**src/rtl/bpa_ram.sv**
```systemverilog
`timescale 1ns / 1ps
// Generic single-write, single-read RAM with registered read data.
// Read returns the old contents on a same-address write. No dependencies.
module bpa_ram #(
  parameter int WIDTH = 32,
  parameter int DEPTH = 2,
  localparam int AW = (DEPTH > 1) ? $clog2(DEPTH) : 1
) (
  input  logic             clk,
  input  logic             we,
  input  logic [AW-1:0]    waddr,
  input  logic [WIDTH-1:0] wdata,
  input  logic             re,
  input  logic [AW-1:0]    raddr,
  output logic [WIDTH-1:0] rdata
);

  logic [WIDTH-1:0] mem [DEPTH];

  always_ff @(posedge clk) begin
    if (we) begin
      mem[waddr] <= wdata;
    end
    if (re) begin
      rdata <= mem[raddr];
    end
  end

endmodule

```
**config.mk**
```make
export PLATFORM = sky130hd
export DESIGN_NAME = bpa_ram
export DESIGN_NICKNAME = d
export VERILOG_FILES = /design/src/rtl/bpa_ram.sv
export SDC_FILE = /design/constraint.sdc
export NUM_CORES = 1
export LEC_CHECK = 0
export BUFFER_PORTS_ARGS = -buffer_cell sky130_fd_sc_hd__buf_2
export CORE_UTILIZATION = 56
export CTS_BUF_LIST = sky130_fd_sc_hd__clkbuf_8
export CTS_CLUSTER_SIZE = 30
export DETAILED_ROUTE_END_ITERATION = 16
export PLACE_DENSITY_LB_ADDON = 0.08
export SLEW_MARGIN = 15
export SYNTH_ARGS = -nofsm -noshare
export SYNTH_HDL_FRONTEND = slang
export SYNTH_SLANG_ARGS = --single-unit
```
**constraint.sdc**
```tcl
create_clock -name clk -period 2.55 [get_ports clk]
set_clock_uncertainty 0.15 [all_clocks]
set_input_delay 0 -clock clk [delete_from_list [all_inputs] [get_ports clk]]
set_output_delay 0 -clock clk [all_outputs]
set_load 0.005 [all_outputs]
```
==> flow_summary_export.csv <==
group,metric,value,unit
setup_path,crit_path_top_delay_cell,"nor2b_4",
timing,finalSetupViolations,0,
cells_and_area,synthToLayoutAreaGrowth,29.0,%
cells_and_area,drive_gt1_frac,0.470,
global_route,globalRoute.busiestLayer,"met2",
clock_tree,cts_root_buf,"clkbuf_8",
detailed_routing,drc,0,
logic_synthesis,ys_seq_elements,96,
setup_path,start_kind,"input pin",
global_route,grt_pass1_vias,1687,
detailed_routing,vias,1592,
logic_synthesis,synth_warnings,0,
setup_path,arrival,1.41,ns
setup_path,required,2.37,ns
floorplanning,die_w,80.4,µm
floorplanning,fp.coreArea,5920,µm²
setup_path,cp.depth,3,
setup_path,crit_family,"simple AND/OR/NAND/NOR gates",
clock_tree,clk_pin_slew_worst_paths,0.08,ns
logic_synthesis,seq_area_frac_synth,0.838,
logic_synthesis,netlist_area,3440,µm²
global_route,grt_overflow,0,
clock_tree,clk_path_buf_depth,2,
placed_design,place_congestion,0.633,
timing,finalSetupTns,0,ns
floorplanning,initial_utilization,0.581,
clock_tree,clock_latency,0.34,ns
global_route,met2_usage,0.306,
setup_path,crit_path_start,"waddr",
detailed_routing,drt_iter0_drc,67,
setup_path,crit_type,"in -> reg",
logic_synthesis,netlist.area_leader.share,0.838,
timing,min_period,1.59,ns
logic_synthesis,syn_avg_cell_area,25.7,µm²
detailed_routing,wire_per_inst,15.7,µm
pwr,power.leakage,1.73,nW
clock_tree,hold_buffers,33,
floorplanning,ios,69,
detailed_routing,ant_nets,0,
timing,hold_viol,0,
logic_synthesis,synthDistinctLibCells,7,
clock_tree,h-tree-depth,3,
cells_and_area,final_nets,281,
detailed_routing,vias_per_cell,4.91,
logic_synthesis,yosysTopAreaCell,"edfxtp_1",
detailed_routing,dr.pass1.iters,5,
timing,fmaxAchievable,0.630,GHz
timing,tightestPinTransition,0.936,ns
clock_tree,cts_tree,"built",
setup_path,path_max_fanout,32,
global_route,antenna_found_initial,0,
floorplanning,chipHeight,80.4,µm
placed_design,portBuffers,68,
cells_and_area,antenna_cells,0,
global_route,grt_pass1_wl,7860,µm
pwr,powerDensity,779,nW/µm²
setup_path,worstReg2RegEnd,"rdata[22]",
setup_path,r2r_slack,1.49,ns
outcome,outcome,"finished, final reports clean",
detailed_routing,routed_wl,5100,µm
pwr,finalPower,3.46,mW
timing,period_share,0.622,
global_route,grt_max_degree,33,
timing,slew-limit-headroom,0.375,
cells_and_area,fillers,326,
global_route,grt_use_met1,0.193,
clock_tree,cts_buffers,9,
clock_tree,cts_setup_buffers,0,
logic_synthesis,synth.area.top_cells,"edfxtp_1 84%, mux2_4 13%, buf_12 1.7%",
pwr,ir_worst_vdd,0.489,mV
setup_path,cp_cell_sequence,"dlygate4sd3_1, buf_2, nor2b_4",
placed_design,dp_hpwl,2970,µm
floorplanning,num_rows,28,
setup_path,path_buf_inv,2,
clock_tree,numClockSinks,96,
timing,report.final.slew_viol_count,0,
clock_tree,cts_resized,0,
setup_path,r2r-start,"mem[0][22]",
logic_synthesis,synth.net_count,171,
global_route,grt_use_total,0.178,
setup_path,cp-end-kind,"flop",
setup_path,max_stage_delay,0.73,ns
global_route,use_met3,0.0455,
setup_path,worstRegToRegCells,1,
hold_path,min_path_type,"in -> reg",
logic_synthesis,postSynthCellCount,134,
floorplanning,die_area,6460,µm²
setup_path,worstSetupEndpoint,"mem[0][7]",
job,cap_violations,0,
timing,rsz0062_at_grt,"false",
cells in the mapped netlist, drive strengths merged:
master and number:
nor2b 1, and2 1, edfxtp 96, mux2 32
buf 4
layer usage:
layer  share of wire  wire length, µm
met4           0.024              121
met5               0                0
met2            0.55             2830
met1            0.38             1950
met3           0.040              202
metrics by stage:
| step | instance area [µm²] | util | std cells | setup WS [ns] | hold WS (ns) |
|---|---|---|---|---|---|
| detailed placement | 3820 | 0.646 | 275 | 1.11 | 0.0410 |
| CTS | 4440 | 0.749 | 324 | 0.951 | 0.0727 |
| global route | 4440 | 0.749 | 324 | 0.867 | 0.0866 |
| floorplan | 3440 | - | 134 | 0.522 | -0.0511 |
| finish | 4440 | 0.749 | 324 | 0.963 | 0.0776 |
| global placement | 3820 | 0.646 | 275 | 1.18 | 0.0375 |
worst min-delay path by stage:
stage                          from          to  slack (ns)  cells after the start
after floorplan            wdata[0]   mem[0][0]       -0.05                      0
after global placement    wdata[10]  mem[0][10]        0.04                      1
after detailed placement  wdata[16]  mem[0][16]        0.04                      1
after CTS                        we  mem[0][22]        0.07                      2
after global routing             we  mem[0][21]        0.09                      2
final                            we  mem[0][27]        0.08                      2
final cells by class:
class	instances	area, µm²	area share
Multi-Input combinational cell	34	493	0.111
Clock buffer	9	124	0.0279
Tap cell	75	93.8	0.0212
Timing Repair Buffer	103	686	0.155
Sequential cell	96	2880	0.650
Clock inverter	7	158	0.0355
cells in the final DEF (no fill, tap or decap):
cell type	Yosys	layout
mux2_4	30	30
edfxtp_1	96	96
clkbuf_8	0	9
buf_2	0	68
buf_4	0	2
clkinv_1	0	2
dlygate4sd3_1	0	33
mux2_2	2	2
bufinv_16	0	5
and2_1	1	1
nor2b_4	0	1
sequential cells by signal (all words and copies together) (netlist names):
signal  count
mem        64
rdata      32
logic make-up after synthesis:
group	count (synthesis)	share of synthesized area
AND/OR/NAND/NOR	2	0.00364
buffers and inverters	4	0.0207
flip-flops	96	0.838
multiplexers	32	0.138
power by group:
part	internal, mW	switching, mW	total [mW]
Combinational	0.145	0.0955	0.240
Clock	0.843	0.482	1.32
Sequential	1.86	0.0285	1.89
(Power assumes the default switching activity.)
