## config.mk

```make
export PLATFORM = sky130hd
export DESIGN_NAME = bpa_addr
export DESIGN_NICKNAME = d
export VERILOG_FILES = /design/src/rtl/bpa_pkg.sv /design/src/rtl/bpa_addr.sv
export SDC_FILE = /design/constraint.sdc
export NUM_CORES = 1
export LEC_CHECK = 0
export BUFFER_PORTS_ARGS = -buffer_cell sky130_fd_sc_hd__buf_2
export CORE_MARGIN = 1.5
export CORE_UTILIZATION = 49
export DETAILED_ROUTE_END_ITERATION = 10
export PLACE_DENSITY = 0.69
export SYNTH_ARGS = -nofsm -noshare
export SYNTH_HDL_FRONTEND = slang
export SYNTH_SLANG_ARGS = --single-unit
```

## constraint.sdc

```tcl
create_clock -name vclk -period 17.5
set_input_delay 2.625 -clock vclk [all_inputs]
set_output_delay 2.625 -clock vclk [all_outputs]
set_load 0.05 [all_outputs]
```

## src/rtl/bpa_pkg.sv

```systemverilog
`timescale 1ns / 1ps
// Package for the bit-packed array access block.
// Shared types, constants and helpers; no dependencies.
package bpa_pkg;

  localparam int STORE_WORDS_DEF = 1024;
  localparam int WORD_BITS       = 32;
  localparam int WIDTH_W         = 6;
  localparam int SLOT_W          = 15;
  localparam int POS_W           = SLOT_W + WIDTH_W;
  localparam int OFF_W           = 5;
  localparam int WORD_IDX_W      = POS_W - OFF_W;

  localparam logic [WIDTH_W-1:0] WIDTH_RESET = 6'd8;
  localparam logic [WIDTH_W-1:0] WIDTH_MAX   = 6'd32;

  localparam logic KIND_READ  = 1'b0;
  localparam logic KIND_WRITE = 1'b1;

  typedef struct packed {
    logic                 kind;
    logic [SLOT_W-1:0]    slot_index;
    logic [WORD_BITS-1:0] write_value;
  } in_item_t;

  typedef struct packed {
    logic [WORD_BITS-1:0] read_value;
    logic                 out_of_range;
  } out_item_t;

  // Where a slot lands: out-of-range flag, word parity, next-word presence, bit offset.
  typedef struct packed {
    logic             oor;
    logic             word_odd;
    logic             has_next;
    logic [OFF_W-1:0] off;
  } slot_loc_t;

  typedef struct packed {
    logic even;
    logic odd;
  } bank_wen_t;

  function automatic logic [WIDTH_W-1:0] eff_width(input logic [WIDTH_W-1:0] v);
    logic [WIDTH_W-1:0] r;
    if (v == '0) begin
      r = 6'd1;
    end else if (v > WIDTH_MAX) begin
      r = WIDTH_MAX;
    end else begin
      r = v;
    end
    return r;
  endfunction

endpackage

```

## src/rtl/bpa_addr.sv

```systemverilog
`timescale 1ns / 1ps
// Slot address math: bit position, range check, bank addresses.
// Depends on bpa_pkg.
module bpa_addr
  import bpa_pkg::*;
#(
  parameter int STORE_WORDS = STORE_WORDS_DEF,
  localparam int EVEN_DEPTH = (STORE_WORDS + 1) / 2,
  localparam int ODD_DEPTH  = STORE_WORDS / 2,
  localparam int EVEN_AW    = (EVEN_DEPTH > 1) ? $clog2(EVEN_DEPTH) : 1,
  localparam int ODD_AW     = (ODD_DEPTH > 1) ? $clog2(ODD_DEPTH) : 1
) (
  input  logic [SLOT_W-1:0]  slot_index,
  input  logic [WIDTH_W-1:0] width,
  output slot_loc_t          loc,
  output logic [EVEN_AW-1:0] even_addr,
  output logic [ODD_AW-1:0]  odd_addr
);

  localparam longint CAP_BITS = longint'(STORE_WORDS) * longint'(WORD_BITS);

  logic [POS_W-1:0]      pos;
  logic [POS_W:0]        pos_end;
  logic [WORD_IDX_W-1:0] word;
  logic [WORD_IDX_W:0]   word_inc;
  logic [WORD_IDX_W-1:0] half_inc;

  always_comb begin
    pos          = POS_W'(slot_index) * POS_W'(width);
    pos_end      = {1'b0, pos} + (POS_W + 1)'(width);
    word         = pos[POS_W-1:OFF_W];
    word_inc     = {1'b0, word} + (WORD_IDX_W + 1)'(1);
    half_inc     = {1'b0, word[WORD_IDX_W-1:1]} + WORD_IDX_W'(1);
    loc.oor      = pos_end > (POS_W + 1)'(CAP_BITS);
    loc.word_odd = word[0];
    loc.has_next = word_inc < (WORD_IDX_W + 1)'(STORE_WORDS);
    loc.off      = pos[OFF_W-1:0];
    // Words w and w+1 always sit in opposite banks.
    even_addr    = word[0] ? EVEN_AW'(half_inc) : EVEN_AW'(word[WORD_IDX_W-1:1]);
    odd_addr     = ODD_AW'(word[WORD_IDX_W-1:1]);
  end

endmodule

```

==> metrics <==
status=complete, no violations; Setup CP Type=in2out; Peak Freq=96.58 MHz; vias in the first global route=3458; post-CTS resize count=0; Post-route DRC=0; Total GRT Usage=~22%; GR Overflow Total=0; HPWL after detailed placement=7102 um; final-layout fill cell count=726; Post-DP Area=0.004046 sq mm; Mean Syn Cell Area=roughly 8.3 sq um; Yosys cell types=71; Arrival @ worst endpoint=7.73 ns; total of max-cap violations=0; period utilization=59.16%; DR pass1 iterations=4; register area=0 sq um; worst-path maximum fanout=16; # clk buffers=0; share of cells above drive strength 1=16.67%; RD Place Congestion=0.8217; RSZ-0062 raised after global routing=false; largest net degree at the start of global routing=18; Cells after DPL=585; nets@finish=599; syn_nets=563; Slew @ Worst Pin=a little over 0.7 ns; Slew Viols, Final=0; Mapped Area=0.003760 sq mm; post-CTS setup buffer count=0; die footprint=0.008207 sq mm; row cnt=31; CP startpoint=width[2]; relative slew slack=a little over half; Ports=47; post-synthesis sequential area ratio=0%; Vias/cell=5.573; Final min period=10.35 ns; Initial Utilization=51.29%; synth-to-layout area growth=7.621%; Hold WC Path Type=in2out; crit path launch type=primary input; Cells after Synth=452; WL/cell=14.45 um; Die Ht=90.60 um; design area=0.004046 sq mm; post-place setup slack=between 7 and 8 ns; Via Count=roughly 3300; core box area=approximately 0.0073 sq mm; yosys warns=0; Seq cells=0; hold_sp=slot_index[0]; first-pass GRT wire length=15570 um; CP Data Required Time=14.88 ns; Fin. Hold Viols=0; Layout Cells excl Fill=between 500 and 600; number of port buffers=47; setup TNS=0 ns; WL final=8455 um; ANT cells=0; Die X=90.60 um; Final WS setup=7.146 ns; hold path cells=3; initial antenna violation count=0; DRT antenna net count=0; CP Capture Type=primary output; Setup Viol. Count Final=0; # hold bufs at CTS=0; initial DRC count=slightly below 100
[metal layers]
metal  routed length (um)  GRT usage [%]  up-vias
met4                  138          4.101        0
met2                 4497          42.42       53
met3                  152         0.7576       14
li1                     -              -     1585
met1                 3667          27.47     1608
met5                    0              0        -
[cells by family (layout without fill, tap and decap cells)]
kind of cell / Yosys count / after routing / synth area share [%]
compound gates: 89 / 89 / 17.87
xor+xnor: 27 / 27 / 7.787
buf+inv: 70 / 104 / 7.687
simple gates: 174 / 174 / 25.32
fa+ha+maj: 90 / 90 / 40.73
mux: 2 / 2 / 0.5990
[path summary, 6_finish.rpt]
path | end | slack [ns]
setup / recovery | loc[7] | 7.15
hold / removal | loc[0] | 5.81
[critical path, cell delays in order]
cell,delay (ns)
buf_2,0.28
nand2_1,0.14
fa_1,0.60
fa_1,0.45
fa_1,0.55
inv_1,0.04
ha_1,0.36
xor2_1,0.44
ha_1,0.27
o21ai_0,0.14
a211oi_1,0.21
o311a_1,0.24
nand4_1,0.16
nor3_1,0.23
mux2_1,0.34
o22ai_1,0.15
a41o_1,0.17
o2111ai_1,0.11
buf_2,0.24
[cells in the mapped netlist, drive strengths merged, types with 9 or more instances]
library cell	count	area share, %
xnor2	18	5.3
nor2	16	1.7
o21ai	16	2.3
nand2	50	5.2
ha	36	12
inv	57	5.8
xor2	9	2.5
nand3	11	1.5
fa	54	29
and2	68	11
a21oi	27	4.2
clkbuf	9	1.0
[through the flow]
stage	hold WS, ns	util, %
2_1_floorplan	5.574	-
3_3_place_gp	5.802	55.20
3_5_place_dp	5.813	55.20
4_1_cts	5.814	55.20
5_1_grt	5.838	55.20
6_report	5.814	55.20
[layout by cell type (no fill, tap or decap), types with 3 or more instances in the layout]
master	n
a21oi_1	23
a211oi_2	3
o21ai_0	10
xnor2_1	14
a211oi_1	4
fa_1	54
buf_2	47
a21oi_2	3
nand4_1	8
ha_1	36
o211ai_1	3
o21ai_1	4
nand3_1	11
a21o_1	6
a31oi_1	3
nor2_1	14
xor2_1	7
and2_1	66
xnor2_2	3
and3_1	5
nand2_1	49
inv_1	56
nand2b_1	3
[layout make-up]
cell class	count	area (sq um)	share of cell area, %
multi-input combinational	382	3471	85.78
timing repair buffer	47	235.2	5.813
inverter	57	216.5	5.349
tap	99	123.9	3.061
Power is left out: the tool's default activity adds up to more than one toggle a clock period on the data nets, which glitch-free logic cannot reach.
